[src/hw/rtl/byte_addressed_load_store_memory_unit_defines.svh]
// assertion macros shared by the memory unit rtl
// no dependencies; included by the modules that carry assertions
`ifndef BYTE_ADDRESSED_LOAD_STORE_MEMORY_UNIT_DEFINES_SVH
`define BYTE_ADDRESSED_LOAD_STORE_MEMORY_UNIT_DEFINES_SVH

// clocked check, off while reset is asserted
`define BALSM_ASSERT(lbl, clk, rstn, prop, msg) \
	lbl: assert property (@(posedge clk) disable iff (!rstn) (prop)) else $error(msg);

// clocked check that also holds during reset
`define BALSM_ASSERT_ALWAYS(lbl, clk, prop, msg) \
	lbl: assert property (@(posedge clk) (prop)) else $error(msg);

`endif

[src/hw/rtl/balsm_pkg.sv]
// shared types, constants and state codes of the byte-addressed memory unit
// no dependencies
package balsm_pkg;

	localparam int unsigned MEM_BYTES_DEF = 65536;
	localparam int unsigned CFG_W         = 13;
	localparam logic [CFG_W-1:0] RESET_BLOCKS = 13'd4096;
	localparam logic [7:0] RESET_FILL     = 8'ha5;
	localparam int unsigned NUM_BANKS     = 4;

	// access size codes
	localparam logic [1:0] SZ_BYTE = 2'd0;
	localparam logic [1:0] SZ_HALF = 2'd1;

	localparam logic MODE_WRITE = 1'b1;

	typedef struct packed {
		logic        mode;
		logic [1:0]  access_size;
		logic        sign_extend;
		logic [31:0] address;
		logic [31:0] write_data;
	} req_t;

	typedef struct packed {
		logic [31:0] read_data;
		logic        out_of_range;
	} rsp_t;

	typedef enum logic [1:0] {
		ST_CLEAR,
		ST_IDLE,
		ST_RESP
	} state_t;

	typedef struct packed {
		logic clear;
		logic issue;
		logic finish;
	} cmd_t;

	typedef struct packed {
		logic clear_done;
	} sts_t;

endpackage

[src/hw/rtl/balsm_ctrl.sv]
// controller state machine: clearing pass, request issue, response strobe
// depends on balsm_pkg and the assertion macro header
`include "byte_addressed_load_store_memory_unit_defines.svh"

module balsm_ctrl (
	input  logic              clk,
	input  logic              arst_n,
	input  logic              start,
	input  balsm_pkg::sts_t   sts,
	output logic              busy,
	output logic              done,
	output balsm_pkg::cmd_t   cmd
);

	balsm_pkg::state_t state_q, state_d;
	logic              done_q;

	always_comb begin
		state_d = state_q;
		unique case (state_q)
			balsm_pkg::ST_CLEAR: begin
				if (sts.clear_done) begin
					state_d = balsm_pkg::ST_IDLE;
				end
			end
			balsm_pkg::ST_IDLE: begin
				if (start) begin
					state_d = balsm_pkg::ST_RESP;
				end
			end
			balsm_pkg::ST_RESP: begin
				state_d = balsm_pkg::ST_IDLE;
			end
			default: begin
				state_d = balsm_pkg::ST_CLEAR;
			end
		endcase
	end

	always_comb begin
		busy       = 1'b1;
		cmd.clear  = 1'b0;
		cmd.issue  = 1'b0;
		cmd.finish = 1'b0;
		unique case (state_q)
			balsm_pkg::ST_CLEAR: begin
				cmd.clear = 1'b1;
			end
			balsm_pkg::ST_IDLE: begin
				busy      = 1'b0;
				cmd.issue = start;
			end
			balsm_pkg::ST_RESP: begin
				cmd.finish = 1'b1;
			end
			default: begin
				busy = 1'b1;
			end
		endcase
	end

	always_ff @(posedge clk or negedge arst_n) begin
		if (!arst_n) begin
			state_q <= balsm_pkg::ST_CLEAR;
			done_q  <= 1'b0;
		end else begin
			state_q <= state_d;
			done_q  <= cmd.finish;
		end
	end

	assign done = done_q;

	`BALSM_ASSERT(a_done_in_idle, clk, arst_n, done |-> (state_q == balsm_pkg::ST_IDLE), "strobe outside idle")
	`BALSM_ASSERT(a_issue_to_resp, clk, arst_n, cmd.issue |=> (cmd.finish && !done), "issue not followed by response")
	`BALSM_ASSERT_ALWAYS(a_cmd_onehot, clk, $countones(cmd) <= 1, "conflicting datapath commands")

endmodule

[config.mk]
export PLATFORM = sky130hd
export DESIGN_NAME = balsm_ctrl
export DESIGN_NICKNAME = d
export VERILOG_FILES = /design/src/hw/rtl/balsm_pkg.sv /design/src/hw/rtl/balsm_ctrl.sv
export VERILOG_INCLUDE_DIRS = /design/src /design/src/hw/rtl
export SDC_FILE = /design/constraint.sdc
export NUM_CORES = 1
export LEC_CHECK = 0
export BUFFER_PORTS_ARGS = -buffer_cell sky130_fd_sc_hd__buf_2
export CELL_PAD_IN_SITES_DETAIL_PLACEMENT = 1
export CELL_PAD_IN_SITES_GLOBAL_PLACEMENT = 2
export CORE_AREA = 2 2 39 41
export CTS_CLUSTER_DIAMETER = 30
export CTS_CLUSTER_SIZE = 8
export DETAILED_ROUTE_END_ITERATION = 8
export DIE_AREA = 0 0 41 43
export MAX_ROUTING_LAYER = met4
export PLACE_DENSITY_LB_ADDON = 0.25
export SYNTH_ARGS = -nofsm -noshare
export SYNTH_HDL_FRONTEND = slang
export SYNTH_SLANG_ARGS = --single-unit
[constraint.sdc]
create_clock -name clk -period 0.8 [get_ports clk]
set_input_delay 0.08 -clock clk [delete_from_list [all_inputs] [get_ports clk]]
set_output_delay 0.08 -clock clk [all_outputs]
set_load 0.05 [all_outputs]
==> flow_summary.toml <==
[floorplan]
die_h_um = 43
dieArea_mm2 = 0.00176
io_pins = 9
die-width_um = 41
fp-row-count = 14
core_mm2 = 0.00138
floorplan.initialDensity_pct = 8.86

[worst_setup_path]
criticalPathCategory = "reg2out"
cp_data_required_time_ns = 0.72
critPathLaunchType = "flop"
critical_path_peak_fanout = 4
worst-endpoint-arrival_ns = 1.06
timing.critical_path.to_type = "output pin"

[synthesis]
netlist_instances = 11
synth_warnings = 0
postSynthNetCount = 15
mappedNetlistArea_um2 = 123
yosysTopAreaCell = "sky130_fd_sc_hd__dfrtp_1"
ys_seq_elements = 3
synth.lib_cells_used.distinct = 6
share_of_the_synthesized_area_in_the_top_cell_type_pct = 61.2
synth_seq_area_share_pct = 61.2
yosys-top-cells-area = "sky130_fd_sc_hd__dfrtp_1, sky130_fd_sc_hd__nor2_1, sky130_fd_sc_hd__nand2b_4"
synthesis.area_per_instance_um2 = 11.1

[power_and_ir_drop]
pwr_density_cell_mw_per_mm2 = 4820
report.power.total_mw = 1.56
largest_vdd_supply_drop_mv = 1.56
total_leakage_power_nw = 0.162

[final_layout]
layout.cells.most_common = "sky130_fd_sc_hd__buf_6"
diodes = 0
fin_util_pct = 23.4
final_cell_area_um2 = 324
most-common-layout-cells = "sky130_fd_sc_hd__buf_6, sky130_fd_sc_hd__buf_4, sky130_fd_sc_hd__clkbuf_4, sky130_fd_sc_hd__buf_2"
share_of_final_layout_standard_cells_stronger_than_drive_strength_1_pct = 76.7
final_net_count = 35
layout-area-overhead-vs-synth_pct = 164

[route]
drt-vias-per-instance = 3.09
num_vias = 142
number_of_drc_markers_in_iteration_0 = 0
residual_drc_count = 0
routed_wire_length_um = 368
wl_per_instance_um = 8.00
detailedRoute.firstPassIterationCount = 1
antenna_left = 0

[job]
maxCapViolations = 0

[placement]
gpl.final_weighted_congestion = 0.592
place_area_um2 = 200
place_ws_ns = -0.209
io_buffers = 8

[clocking]
numCtsBuffers = 3
ctsLongestPathBuffers = 2
clkSlewWorstSetupHoldPaths_ns = 0.04
root_buffer = "sky130_fd_sc_hd__clkbuf_4"
cts-htree-levels = 1
worst_skew_pair.late_latency_ns = 0.23
tritoncts = "built"
numClockSinks = 3

[global_route]
vias_in_the_first_global_route = 143
antenna_found_initial = 0
gr-total-overflow = 0
grt_usage_pct = 5.98
grt_first_pass_wirelength_um = 586
grt_start_max_net_pins = 5

[run_status]
run_status = "complete, but fails checks"
failed_checks = "setup timing"

[timing]
timing.clock.skew_ns = 0.000631
final_critical_path_share_of_the_clock_period_pct = 143
max_slew_headroom_at_the_worst_pin_pct = 91.8
tightest_slew_ns = 0.123
max_clock_freq_ghz = 0.875
final_max_slew_viols = 0
final_hold_viols = 0
hold-worst-slack_ns = 0.0678
setup_ws_final_ns = -0.343
final_setup_violation_count = 8
period_needed_ns = 1.14
grt_setup_unrepaired = "yes"

[worst_hold_path]
worstHoldPathType = "in2reg"
## state kept, by name, summed over array words and instances (netlist names)
signal   cells
state_q      2
done         1
## per-stage QoR
stage / TNS (ns) / std cells
after floorplan: -0.622 / 11
after global placement: -0.532 / 36
after detailed placement: -0.625 / 36
after CTS: -1.62 / 46
after global routing: -1.89 / 46
final: -1.56 / 46
## synthesized netlist by cell type
library cell / instances
sky130_fd_sc_hd__and2b_2: 1
sky130_fd_sc_hd__dfrtp_1: 3
sky130_fd_sc_hd__inv_1: 1
sky130_fd_sc_hd__nand2b_4: 1
sky130_fd_sc_hd__nor2_1: 4
sky130_fd_sc_hd__o22ai_1: 1
## final timing paths
kind	start	endpoint	slack, ns	cells after the start
worst max-delay path	state_q[0]$_DFFE_PN0P_	cmd[0]	-0.34	2
worst min-delay path	start	state_q[0]$_DFFE_PN0P_	0.07	2
worst max register to register	state_q[1]$_DFFE_PN0P_	state_q[1]$_DFFE_PN0P_	-0.14	4
worst min register to register	state_q[0]$_DFFE_PN0P_	state_q[0]$_DFFE_PN0P_	0.62	2
max in group asynchronous	arst_n	state_q[0]$_DFFE_PN0P_	0.50	2
min in group asynchronous	arst_n	state_q[1]$_DFFE_PN0P_	0.18	2
## worst max-delay path, stage by stage, from the launching register on
cell and delay (ns):
sky130_fd_sc_hd__dfrtp_2 0.43, sky130_fd_sc_hd__and2b_2 0.25, sky130_fd_sc_hd__buf_8 0.14
## logic make-up (layout without fill, tap and decap cells)
| logic type | Yosys count | in the layout | synth area share (%) |
|---|---|---|---|
| buffers and inverters | 1 | 20 | 3.06 |
| AOI/OAI and AO/OA | 1 | 1 | 5.11 |
| and+or+nand+nor | 6 | 6 | 30.6 |
| DFF | 3 | 3 | 61.2 |
## per-layer routing
metal	GRT usage, %	vias up	routed length, µm
met2	6.25	12	144
li1	-	71	-
met5	-	-	0
met3	6.28	0	68
met1	6.47	59	155
met4	4.00	0	0
## power breakdown
part / leakage, nW / total (mW) / switching (mW) / internal (mW)
logic: 0.109 / 1.02 / 0.544 / 0.478
clock network: 0.0150 / 0.264 / 0.0771 / 0.187
registers: 0.0376 / 0.276 / 0.0646 / 0.211
total: 0.162 / 1.56 / 0.685 / 0.876
## repair_timing
action,CTS,global route
cloned,0,0
pin swaps,0,1
endpoints found under the hold margin,3,0
resized for setup,14,2
setup endpoints to repair,7,8
buffers inserted,5,1
hold buffers,1,0
## layout make-up
class / count / area (µm²)
inverters: 1 / 3.75
repair buffers: 15 / 138
clock buffers: 4 / 26.3
flip-flops and latches: 3 / 76.3
well taps: 16 / 20.0
fillers: 167 / 1060
multi-input cells: 7 / 60.1
(Power assumes the default switching activity.)
